==> src/hw/rtl/lom_pkg.sv <==
`timescale 1ns / 1ps
// ----------------------------------------------------------------------------
// lom_pkg
// Shared constants and controller/datapath command and status types for the
// leave-one-out median block.
// ----------------------------------------------------------------------------
package lom_pkg;

  localparam int MAX_ITEMS = 64;
  localparam int DATA_W    = 32;
  localparam int CNT_W     = $clog2(MAX_ITEMS + 1);
  localparam int IDX_W     = $clog2(MAX_ITEMS);

  typedef logic signed [DATA_W-1:0] data_t;
  typedef logic [CNT_W-1:0]         cnt_t;
  typedef logic [IDX_W-1:0]         idx_t;

  // controller -> datapath
  typedef struct packed {
    logic  wr_en;      // store the accepted value at wr_addr
    idx_t  wr_addr;
    idx_t  rd_addr;    // sample store read address (data next cycle)
    logic  cand_ld;    // latch read data as rank candidate, clear counters
    logic  cmp_en;     // fold read data into the rank counters
    logic  check_en;   // test candidate rank against the middle positions
    logic  out_ld;     // load result register from read data
    logic  out_final;  // result being loaded closes the run
    cnt_t  n;          // number of stored values
  } cmd_t;

  // datapath -> controller
  typedef struct packed {
    logic out_free;    // result register can take a beat this cycle
  } status_t;

endpackage

==> src/hw/rtl/lom_in_if.sv <==
`timescale 1ns / 1ps
// ----------------------------------------------------------------------------
// lom_in_if
// Input channel: one set element per beat, last marks the end of the set.
// ----------------------------------------------------------------------------
interface lom_in_if;
  logic                               valid;
  logic                               ready;
  logic signed [lom_pkg::DATA_W-1:0]  value;
  logic                               last;

  modport source (output valid, output value, output last, input ready);
  modport sink   (input valid, input value, input last, output ready);
endinterface

==> src/hw/rtl/lom_out_if.sv <==
`timescale 1ns / 1ps
// ----------------------------------------------------------------------------
// lom_out_if
// Result channel: median with one element removed, final_res on the last beat.
// ----------------------------------------------------------------------------
interface lom_out_if;
  logic                               valid;
  logic                               ready;
  logic signed [lom_pkg::DATA_W-1:0]  median_without;
  logic                               final_res;

  modport source (output valid, output median_without, output final_res, input ready);
  modport sink   (input valid, input median_without, input final_res, output ready);
endinterface

==> src/hw/rtl/lom_datapath.sv <==
`timescale 1ns / 1ps
// ----------------------------------------------------------------------------
// lom_datapath
// Sample store, rank counters, middle order statistic registers and the
// result register.
// ----------------------------------------------------------------------------
module lom_datapath (
  input  logic             clk,
  input  logic             rst_n,
  input  lom_pkg::cmd_t    cmd,
  input  lom_pkg::data_t   wr_data,
  output lom_pkg::status_t status,
  output logic             out_valid,
  input  logic             out_ready,
  output lom_pkg::data_t   out_value,
  output logic             out_final
);
  import lom_pkg::*;

  data_t mem [MAX_ITEMS];
  data_t rd_data_r;

  data_t cand_r;
  cnt_t  lt_r, lt_nxt;
  cnt_t  le_r, le_nxt;
  data_t lower_r, upper_r;

  logic  out_valid_r, out_valid_nxt;
  data_t out_value_r;
  logic  out_final_r;

  cnt_t  half;
  cnt_t  pos_lo;
  cnt_t  pos_hi;
  logic  hit_lo, hit_hi;
  data_t res;

  always_ff @(posedge clk) begin
    if (cmd.wr_en) begin
      mem[cmd.wr_addr] <= wr_data;
    end
    rd_data_r <= mem[cmd.rd_addr];
  end

  // rank of candidate: lt = #values below it, le = #values at or below it
  always_comb begin
    lt_nxt = lt_r;
    le_nxt = le_r;
    if (cmd.cand_ld) begin
      lt_nxt = '0;
      le_nxt = '0;
    end else if (cmd.cmp_en) begin
      lt_nxt = lt_r + cnt_t'(rd_data_r < cand_r);
      le_nxt = le_r + cnt_t'(rd_data_r <= cand_r);
    end
  end

  // a one-element set uses position 0 for both middles
  assign half   = cmd.n >> 1;
  assign pos_hi = half;
  assign pos_lo = (cmd.n >= cnt_t'(2)) ? half - cnt_t'(1) : '0;
  assign hit_lo = (lt_r <= pos_lo) && (pos_lo < le_r);
  assign hit_hi = (lt_r <= pos_hi) && (pos_hi < le_r);

  assign res = (rd_data_r <= lower_r) ? upper_r : lower_r;

  assign status.out_free = !out_valid_r || out_ready;

  always_comb begin
    out_valid_nxt = out_valid_r;
    if (cmd.out_ld) begin
      out_valid_nxt = 1'b1;
    end else if (out_ready) begin
      out_valid_nxt = 1'b0;
    end
  end

  always_ff @(posedge clk) begin
    if (!rst_n) begin
      out_valid_r <= 1'b0;
    end else begin
      out_valid_r <= out_valid_nxt;
    end
  end

  always_ff @(posedge clk) begin
    lt_r <= lt_nxt;
    le_r <= le_nxt;
    if (cmd.cand_ld) begin
      cand_r <= rd_data_r;
    end
    if (cmd.check_en && hit_lo) begin
      lower_r <= cand_r;
    end
    if (cmd.check_en && hit_hi) begin
      upper_r <= cand_r;
    end
    if (cmd.out_ld) begin
      out_value_r <= res;
      out_final_r <= cmd.out_final;
    end
  end

  assign out_valid = out_valid_r;
  assign out_value = out_value_r;
  assign out_final = out_final_r;

endmodule

==> src/hw/rtl/lom_ctrl.sv <==
`timescale 1ns / 1ps
// ----------------------------------------------------------------------------
// lom_ctrl
// Sequencer: load, rank selection of the two middles, then result replay.
// ----------------------------------------------------------------------------
module lom_ctrl (
  input  logic             clk,
  input  logic             rst_n,
  input  logic             in_valid,
  input  logic             in_last,
  output logic             in_ready,
  input  lom_pkg::status_t status,
  output lom_pkg::cmd_t    cmd
);
  import lom_pkg::*;

  localparam logic [2:0] S_LOAD     = 3'd0;
  localparam logic [2:0] S_SEL_RD   = 3'd1;
  localparam logic [2:0] S_SEL_LTCH = 3'd2;
  localparam logic [2:0] S_SCAN     = 3'd3;
  localparam logic [2:0] S_TAIL     = 3'd4;
  localparam logic [2:0] S_CHECK    = 3'd5;
  localparam logic [2:0] S_EMIT_RD  = 3'd6;
  localparam logic [2:0] S_EMIT_LD  = 3'd7;

  logic [2:0] state_r, state_nxt;
  cnt_t       count_r, count_nxt;
  idx_t       c_r, c_nxt;
  idx_t       j_r, j_nxt;
  idx_t       i_r, i_nxt;
  idx_t       n_m1;
  logic       accept;

  assign n_m1   = idx_t'(count_r - cnt_t'(1));
  assign accept = in_valid && in_ready;

  always_comb begin
    state_nxt = state_r;
    count_nxt = count_r;
    c_nxt     = c_r;
    j_nxt     = j_r;
    i_nxt     = i_r;
    in_ready  = 1'b0;
    cmd          = '0;
    cmd.n        = count_r;
    cmd.wr_addr  = idx_t'(count_r);
    unique case (state_r)
      S_LOAD: begin
        in_ready = 1'b1;
        if (accept) begin
          // beats past capacity are dropped, but last still closes the set
          if (count_r < cnt_t'(MAX_ITEMS)) begin
            cmd.wr_en = 1'b1;
            count_nxt = count_r + cnt_t'(1);
          end
          if (in_last) begin
            c_nxt     = '0;
            state_nxt = S_SEL_RD;
          end
        end
      end
      S_SEL_RD: begin
        cmd.rd_addr = c_r;
        state_nxt   = S_SEL_LTCH;
      end
      S_SEL_LTCH: begin
        cmd.cand_ld = 1'b1;
        j_nxt       = '0;
        state_nxt   = S_SCAN;
      end
      S_SCAN: begin
        // read j, compare data of j-1 (read data is registered)
        cmd.rd_addr = j_r;
        cmd.cmp_en  = (j_r != '0);
        if (j_r == n_m1) begin
          state_nxt = S_TAIL;
        end else begin
          j_nxt = j_r + idx_t'(1);
        end
      end
      S_TAIL: begin
        cmd.cmp_en = 1'b1;
        state_nxt  = S_CHECK;
      end
      S_CHECK: begin
        cmd.check_en = 1'b1;
        if (c_r == n_m1) begin
          i_nxt     = '0;
          state_nxt = S_EMIT_RD;
        end else begin
          c_nxt     = c_r + idx_t'(1);
          state_nxt = S_SEL_RD;
        end
      end
      S_EMIT_RD: begin
        cmd.rd_addr = i_r;
        state_nxt   = S_EMIT_LD;
      end
      S_EMIT_LD: begin
        cmd.rd_addr = i_r;   // hold address so read data stays put on stall
        if (status.out_free) begin
          cmd.out_ld    = 1'b1;
          cmd.out_final = (i_r == n_m1);
          if (i_r == n_m1) begin
            count_nxt = '0;
            state_nxt = S_LOAD;
          end else begin
            i_nxt     = i_r + idx_t'(1);
            state_nxt = S_EMIT_RD;
          end
        end
      end
      default: begin
        state_nxt = S_LOAD;
      end
    endcase
  end

  always_ff @(posedge clk) begin
    if (!rst_n) begin
      state_r <= S_LOAD;
      count_r <= '0;
      c_r     <= '0;
      j_r     <= '0;
      i_r     <= '0;
    end else begin
      state_r <= state_nxt;
      count_r <= count_nxt;
      c_r     <= c_nxt;
      j_r     <= j_nxt;
      i_r     <= i_nxt;
    end
  end

endmodule

==> src/hw/rtl/leave_one_out_median.sv <==
`timescale 1ns / 1ps
// ----------------------------------------------------------------------------
// leave_one_out_median
// For each element of a loaded set, the median of the set without it.
// ----------------------------------------------------------------------------
// channel  dir  fields                       meaning
// in_ch    in   value[31:0] s, last          one set element per beat
// out_ch   out  median_without[31:0] s,      one result per stored element,
//               final_res                    in arrival order
//
// Load accepts one beat per cycle; up to 64 elements are kept.
// Selection ranks every element against the whole set through the single
// store read port once the last beat is in.
// Replay: a store read, then a result load, per beat; out_ch.ready can stall.
// rst_n is synchronous; it empties the set and drops a pending result.
// ----------------------------------------------------------------------------
module leave_one_out_median (
  input  logic      clk,
  input  logic      rst_n,
  lom_in_if.sink    in_ch,
  lom_out_if.source out_ch
);
  import lom_pkg::*;

  cmd_t    cmd;
  status_t status;

  lom_ctrl u_ctrl (
    .clk      (clk),
    .rst_n    (rst_n),
    .in_valid (in_ch.valid),
    .in_last  (in_ch.last),
    .in_ready (in_ch.ready),
    .status   (status),
    .cmd      (cmd)
  );

  lom_datapath u_dp (
    .clk       (clk),
    .rst_n     (rst_n),
    .cmd       (cmd),
    .wr_data   (in_ch.value),
    .status    (status),
    .out_valid (out_ch.valid),
    .out_ready (out_ch.ready),
    .out_value (out_ch.median_without),
    .out_final (out_ch.final_res)
  );

endmodule
==> src/flat_wrapper.sv <==
// flat-port wrapper written by rule: the top's interface ports become plain ports
module leave_one_out_median_flat import lom_pkg::*;
  (clk, rst_n, in_ch_valid, in_ch_value, in_ch_last, in_ch_ready, out_ch_valid, out_ch_median_without, out_ch_final_res, out_ch_ready);
  lom_in_if in_ch_i ();
  lom_out_if out_ch_i ();
  input  logic clk;
  input  logic rst_n;
  input wire logic [$bits(in_ch_i.valid)-1:0] in_ch_valid;
  input wire logic [$bits(in_ch_i.value)-1:0] in_ch_value;
  input wire logic [$bits(in_ch_i.last)-1:0] in_ch_last;
  output wire logic [$bits(in_ch_i.ready)-1:0] in_ch_ready;
  output wire logic [$bits(out_ch_i.valid)-1:0] out_ch_valid;
  output wire logic [$bits(out_ch_i.median_without)-1:0] out_ch_median_without;
  output wire logic [$bits(out_ch_i.final_res)-1:0] out_ch_final_res;
  input wire logic [$bits(out_ch_i.ready)-1:0] out_ch_ready;
  assign in_ch_i.valid = in_ch_valid;
  assign in_ch_i.value = in_ch_value;
  assign in_ch_i.last = in_ch_last;
  assign in_ch_ready = in_ch_i.ready;
  assign out_ch_valid = out_ch_i.valid;
  assign out_ch_median_without = out_ch_i.median_without;
  assign out_ch_final_res = out_ch_i.final_res;
  assign out_ch_i.ready = out_ch_ready;
  leave_one_out_median u_core (.clk(clk), .rst_n(rst_n), .in_ch(in_ch_i), .out_ch(out_ch_i));
endmodule
==> config.mk <==
export PLATFORM = sky130hd
export DESIGN_NAME = leave_one_out_median_flat
export DESIGN_NICKNAME = d
export VERILOG_FILES = /design/src/hw/rtl/lom_pkg.sv /design/src/hw/rtl/lom_in_if.sv /design/src/hw/rtl/lom_out_if.sv /design/src/hw/rtl/lom_datapath.sv /design/src/hw/rtl/lom_ctrl.sv /design/src/hw/rtl/leave_one_out_median.sv /design/src/flat_wrapper.sv
export SDC_FILE = /design/constraint.sdc
export NUM_CORES = 2
export LEC_CHECK = 0
export BUFFER_PORTS_ARGS = -buffer_cell sky130_fd_sc_hd__buf_2
export CORE_MARGIN = 2
export CORE_UTILIZATION = 45
export CTS_CLUSTER_SIZE = 16
export DETAILED_ROUTE_END_ITERATION = 7
export PLACE_DENSITY = 0.66
export SYNTH_ARGS = -nofsm -noshare
export SYNTH_HDL_FRONTEND = slang
export SYNTH_HIERARCHICAL = 1
export SYNTH_SLANG_ARGS = --single-unit
==> constraint.sdc <==
create_clock -name clk -period 7.8 [get_ports clk]
set_clock_uncertainty 0.2 [all_clocks]
set_input_delay 0.39 -clock clk [delete_from_list [all_inputs] [get_ports clk]]
set_output_delay 0.39 -clock clk [all_outputs]
set_load 0.01 [all_outputs]
---- After elaboration in Yosys (flattened, before gate mapping) ----
Memories as Yosys holds them, arrays and structs flattened. A register that Yosys moved wholly into a read port is not among the register bits.
Cells that the tools add are included.
word-level totals
  register bits ........................... 172
  bits in writable memories ............... 2048
  input port bits ......................... 37
  output and inout bits ................... 35
  word-level logic and storage cells ...... 110
  memories ................................ 1
memories
  memory           words  bits a word  rd ports  clocked after Yosys merged registers in  write ports  line                source
  u_core.u_dp.mem  64     32           1         1                                        1            lom_datapath.sv:20  data_t mem [MAX_ITEMS];
operators by class
  add/sub/neg operators ................... 8
  magnitude comparators ................... 9
  eq/ne operators ......................... 20
  multiplexer cells ....................... 38
  reductions and logical operators ........ 21
operators with widths
  cell                                                                count
  <= comparator 32 bit                                                2
  2-to-1 mux 6 bit                                                    7
  one-hot mux 6 bit (2 select lines)                                  3
  2-to-1 mux 7 bit                                                    5
  < comparator 32 bit                                                 1
  2-to-1 mux 32 bit                                                   1
  one-hot mux 3 bit (8 select lines)                                  1
  adder 6 x 1 -> 6 bit (second input constant)                        3
  equality test 6 bit                                                 3
  2-to-1 mux 3 bit                                                    6
  inequality test 2 bit (second input constant)                       9
  one-hot mux 6 bit (3 select lines)                                  1
  adder 7 x 1 -> 7 bit                                                2
  one-hot mux 7 bit (2 select lines)                                  1
  equality test 3 bit (second input constant)                         4
  AND reduction 4 bit                                                 3
  2-to-1 mux 1 bit                                                    10
  nonzero test 2 bit                                                  5
  adder 7 x 1 -> 7 bit (second input constant)                        1
  greater-or-equal comparator 7 x 2 -> 1 bit (second input constant)  1
  <= comparator 7 x 6 -> 1 bit                                        1
  <= comparator 7 bit                                                 1
  < comparator 6 x 7 -> 1 bit                                         1
  < comparator 7 bit                                                  1
  16 further kinds                                                    23

---- Depth between registers and ports, before layout ----
  depth in word-level cells ............... 7
  depth in mapped cells ................... 15
  mapped depth without buffers ............ 15

---- Cells and area by module ----
Netlist, hierarchy kept.
by module, submodules not included
  module        instances  cells an instance  area an instance (µm²)  seq. area each (µm²)
  lom_datapath  1          3797               86441.7                 66313.6
  lom_ctrl      1          264                2213.4                  560.5

---- Worst setup path after synthesis ----
Ideal clock, no wire load.
  path type ............................... reg2reg
  start point ............................. register u_core.u_ctrl.count_r[2]
  end point ............................... register u_core.u_dp.upper_r[0], enable pin
  setup time .............................. 0.502 ns
  data arrival time ....................... 4.751 ns
  required time ........................... 7.098 ns
  path slack .............................. 2.347 ns
  cell stages (with the launch flop) ...... 10
  buffers on the path ..................... 0
  clock period less this slack ............ 5.453 ns
  cells stage by stage .................... dfxtp_1 > inv_1 > ha_1 > nor2b_1 > o21a_1 > o21a_1 > o21a_1 > o21a_1 > o22ai_1 > nor4bb_1
on the way
  word-level cells in the longest chain between the ends .. 3
  elaborated cells on any way between the ends .. 4
  those cells by class .................... order compare (2); reduce/logical (2)
ends and longest elaborated chain
  what                                                                                line                source
  start: declaration                                                                  lom_ctrl.sv:27      cnt_t count_r, count_nxt;
  start signal: assignment                                                            lom_ctrl.sv:128     count_r <= count_nxt;
  <= comparator 7 x 6 -> 1 bit / < comparator 6 x 7 -> 1 bit (equally long branches)  lom_datapath.sv:63  assign hit_hi = (lt_r <= pos_hi) && (pos_hi < le_r);
  logical AND 1 bit *                                                                 lom_datapath.sv:63
  logical AND 1 bit *                                                                 lom_datapath.sv:95  if (cmd.check_en && hit_hi) begin
  end signal: assignment                                                              lom_datapath.sv:96  upper_r <= cand_r;
  end: declaration                                                                    lom_datapath.sv:26  data_t lower_r, upper_r;
Mark *: on every way between the ends. The rest lies on a longest branch, timed or not.
A chain may end at the register's enable or synchronous reset.

==> key figures <==
Run status
  • Run status: finished clean

Timing
  • Final critical delay including setup and external delays: 5.72 ns
  • Worst relative slew slack: 13.7%
  • Number of slew-limit violations in the final report: 0
  • Slew @ Worst Pin: 1.29 ns
  • Final critical-path setup slack: 2.08 ns
  • Ratio of final minimum period to clock period: 73.3%
  • Top achievable clock speed: 175 MHz
  • Fin Setup TNS: 0 ns
  • Final setup violation count: 0
  • Hold violation total from the final report: 0
  • Worst hold slack: 0.0592 ns
  • Unrepaired setup endpoints after global routing: no

Placement
  • Setup slack after placement: 2.12 ns
  • Weighted congestion at the end of routability-driven global placement: 0.786
  • Placed cell count: 6656
  • Detail Placement HPWL: 116000 um
  • Count of input and output buffers: 71

Setup path
  • Worst path arrival time: 6.20 ns
  • Worst path buffer plus inverter count: 2
  • Crit path max-delay family: compound AO/OA/AOI/OAI gates
  • Worst setup slack for register-to-register paths: 2.08 ns
  • Category of the worst setup path capture point: flip-flop
  • Launching point of the worst reg2reg path: u_core/u_ctrl/state_r[0]$_SDFFE_PN0P_
  • Kind of start point of the critical path: flip-flop
  • Cell depth of the worst flop-to-flop path: 8
  • RR Endpoint: u_core/u_dp/rd_data_r[28]$_DFF_P_
  • Cell with the largest stage delay on the worst path: a22oi_1
  • Delay of the slowest critical-path stage: 0.96 ns
  • Critical-path cell list: inv_1, nor3_1, a22o_4, buf_12, mux4_2, mux4_2, a22oi_1, nand2_1
  • Maximum fanout along the worst path: 65
  • Category of the most critical setup path: flip-flop to flip-flop
  • Cell type with the highest occurrence count on the critical path: mux4_2
  • Data required time of the critical path: 8.29 ns

GRT
  • Maximum number of pins on one net before global-route repair: 85
  • GRT Total Usage: 21.3%
  • Overflow left after global routing: 0
  • Number of global-route vias before repair: 42400
  • Antenna violations before repair: 20
  • Global-route wire length before repair: 305000 um

Run
  • Maximum Capacitance Violations: 0

Power and ir drop
  • Final total power: 25.0 mW
  • Highest ir drop seen on vdd: 242 uV
  • Leakage: 30.8 nW
  • P per Cell Area: 249 nW/um^2

Clocking
  • TritonCTS clock tree: done
  • Hold buffer count at cts: 7
  • Clock buffers created by TritonCTS: 220
  • Clock network latency to the later pin of the worst-skew pair: 0.86 ns
  • Post-CTS Setup Repair Bufs: 0
  • Maximum level of the CTS H-tree: 4
  • CTS Root Cell: clkbuf_16
  • Number of buffers between clock root and the deepest sink: 3
  • Quantity of gates resized following cts: 0
  • Clock-pin slew of the registers on the worst-case setup and hold paths: 0.06 ns
  • Number of clock sinks: 2252

Floorplanning
  • Initial Utilization: 45.4%
  • Row count: 162
  • CORE AREA: 195000 um^2
  • I/O Pins: 72
  • Die area: 201000 um^2
  • Vertical die dimension: 448 um
  • Horizontal extent of the die: 448 um

Route
  • Wire per inst: 30.1 um
  • Starting DRT DRC Count: 5271
  • Total wire length: 213000 um
  • Count of vias placed by the detailed router: 43100
  • DR vias/cell: 6.09
  • DRC violation count after routing: 0
  • Post-route antenna net violation count: 0
  • Total iterations of the first detailed-routing run: 5

Synth
  • Net count of the mapped netlist: 4197
  • Synthesized area per cell: 21.8 um^2
  • Count of different cell masters after synthesis: 74
  • Syn Inst Count: 4061
  • Fraction of the yosys area taken by sequential cells: 75.4%
  • Area of the mapped netlist: 88700 um^2
  • Synth Register Bits: 2252
  • Yosys warning total: 6
  • Number of flops mapped to enable cells by yosys: 2177
  • Top FF cell, synth: edfxtp_1
  • Share of flip-flops with an asynchronous set or reset after synthesis: 0%

Min path
  • Worst hold path type: input port to flip-flop
  • Worst Min Path Start: in_ch_value[15]
  • End point of the worst hold path: u_core/u_dp/mem[23][15]$_DFFE_PP_
  • Min-Delay Path Depth: 2

Finish
  • Fillers: 15000
  • Fraction of layout instances using a drive strength above 1: 28.4%
  • Number of nets in the layout: 4397
  • Area Overhead vs Synth: 13.2%
  • Non-filler cells in the finished layout: 7079
synthesized netlist by cell type, types with 6 or more instances:
library cell / count / share of area (%)
a22o_1: 12 / 0.12
nor2_1: 146 / 0.62
nand4_1: 24 / 0.17
nand2b_1: 9 / 0.064
nand3_1: 24 / 0.14
a211oi_1: 9 / 0.076
o21ai_1: 10 / 0.056
nor2b_1: 17 / 0.12
clkbuf_1: 108 / 0.46
o22a_1: 31 / 0.31
or3_1: 7 / 0.049
buf_1: 15 / 0.064
buf_4: 19 / 0.16
xnor2_1: 23 / 0.23
o221a_1: 29 / 0.37
buf_6: 12 / 0.15
ha_1: 99 / 1.4
a21oi_1: 46 / 0.26
buf_2: 63 / 0.36
a22oi_1: 60 / 0.51
nand2_1: 77 / 0.33
xor2_1: 23 / 0.23
o21ai_0: 50 / 0.28
inv_1: 96 / 0.41
mux4_2: 638 / 16
nor4_1: 7 / 0.049
o21a_1: 6 / 0.051
a21o_1: 11 / 0.093
mux2i_1: 13 / 0.15
or2_2: 9 / 0.064
dfxtp_1: 75 / 1.7
edfxtp_1: 2177 / 74
nor3_1: 44 / 0.25
cell type report:
class / instances / area (um^2) / share of cell area [%]
clock buffer: 275 / 5870 / 5.85
tap: 2624 / 3280 / 3.27
inverter: 97 / 364 / 0.363
antenna: 5 / 12.5 / 0.0125
sequential: 2252 / 66900 / 66.6
timing repair buffer: 195 / 1480 / 1.47
multi-input combinational: 1495 / 20900 / 20.8
clock inverter: 136 / 1570 / 1.57
kinds of logic (layout without fill, tap and decap cells):
family,count (synthesis),in the layout,synth area share (%)
muxes,651,651,16.4
and+or+nand+nor,396,396,2.20
other,0,5,0
DFF,2252,2252,75.4
xor gates and xnor gates,46,46,0.454
adders and majority gates,99,99,1.40
AOI/OAI and AO/OA,303,303,2.56
buffers and inverters,314,703,1.60
registers in the layout, indices dropped and copies added (netlist names):
name,count
u_core/u_ctrl/j_r,6
u_core/u_ctrl/i_r,6
u_core/u_ctrl/state_r,3
u_core/u_ctrl/count_r,7
u_core/u_dp/out_value,32
u_core/u_dp/cand_r,32
u_core/u_ctrl/c_r,6
u_core/u_dp/lt_r,7
u_core/u_dp/out_final,1
u_core/u_dp/le_r,7
u_core/u_dp/rd_data_r,32
u_core/u_dp/out_valid,1
u_core/u_dp/mem,2048
u_core/u_dp/upper_r,32
u_core/u_dp/lower_r,32
where the power goes:
part           switching [mW]  internal, mW
clock network            4.50          6.34
logic                   0.473         0.224
registers              0.0978          13.4
how the worst max path moves through the flow:
stage	endpoint	cells past startpoint	from	slack, ns
final	u_core/u_dp/rd_data_r[28]$_DFF_P_	8	u_core/u_ctrl/state_r[0]$_SDFFE_PN0P_	2.08
after global routing	u_core/u_dp/rd_data_r[28]$_DFF_P_	8	u_core/u_ctrl/state_r[0]$_SDFFE_PN0P_	1.79
after CTS	u_core/u_dp/rd_data_r[28]$_DFF_P_	8	u_core/u_ctrl/state_r[0]$_SDFFE_PN0P_	2.13
after detailed placement	u_core/u_dp/rd_data_r[28]$_DFF_P_	8	u_core/u_ctrl/state_r[0]$_SDFFE_PN0P_	2.12
after global placement	u_core/u_dp/rd_data_r[28]$_DFF_P_	8	u_core/u_ctrl/state_r[0]$_SDFFE_PN0P_	2.16
after floorplan	u_core/u_dp/upper_r[0]$_DFFE_PP_	9	u_core/u_ctrl/count_r[2]$_SDFFE_PN0P_	2.35
placed cells by master (no fill, tap or decap), types with 46 or more instances in the layout:
master     netlist  layout
edfxtp_1      2177    2177
mux4_2         638     638
clkbuf_16        0     222
buf_4           19     103
ha_1            99      99
inv_1           96      96
nor2_1         146      81
nand2_1         77      77
dfxtp_1         75      75
buf_2           63      71
nor2_4           0      65
a22oi_1         60      60
o21ai_0         50      50
a21oi_1         46      46
through the flow:
step                      util, %  cell area (um^2)
after floorplan                 -             88700
after global placement       47.5             92900
after detailed placement     47.5             92900
after CTS                    51.4            100000
after global routing         51.4            100000
final                        51.4            100000
metal layers:
| layer | track usage [%] | wire length (um) | part of all wire [%] | up-vias |
|---|---|---|---|---|
| met5 | 0 | 77 | 0.036 | - |
| met4 | 5.05 | 4470 | 2.1 | 10 |
| met3 | 3.78 | 18900 | 8.9 | 321 |
| met2 | 33.7 | 102000 | 48 | 2005 |
| met1 | 31.0 | 87600 | 41 | 23300 |
| li1 | - | - | - | 17500 |
No activity file was read; power rests on OpenSTA's default activity.
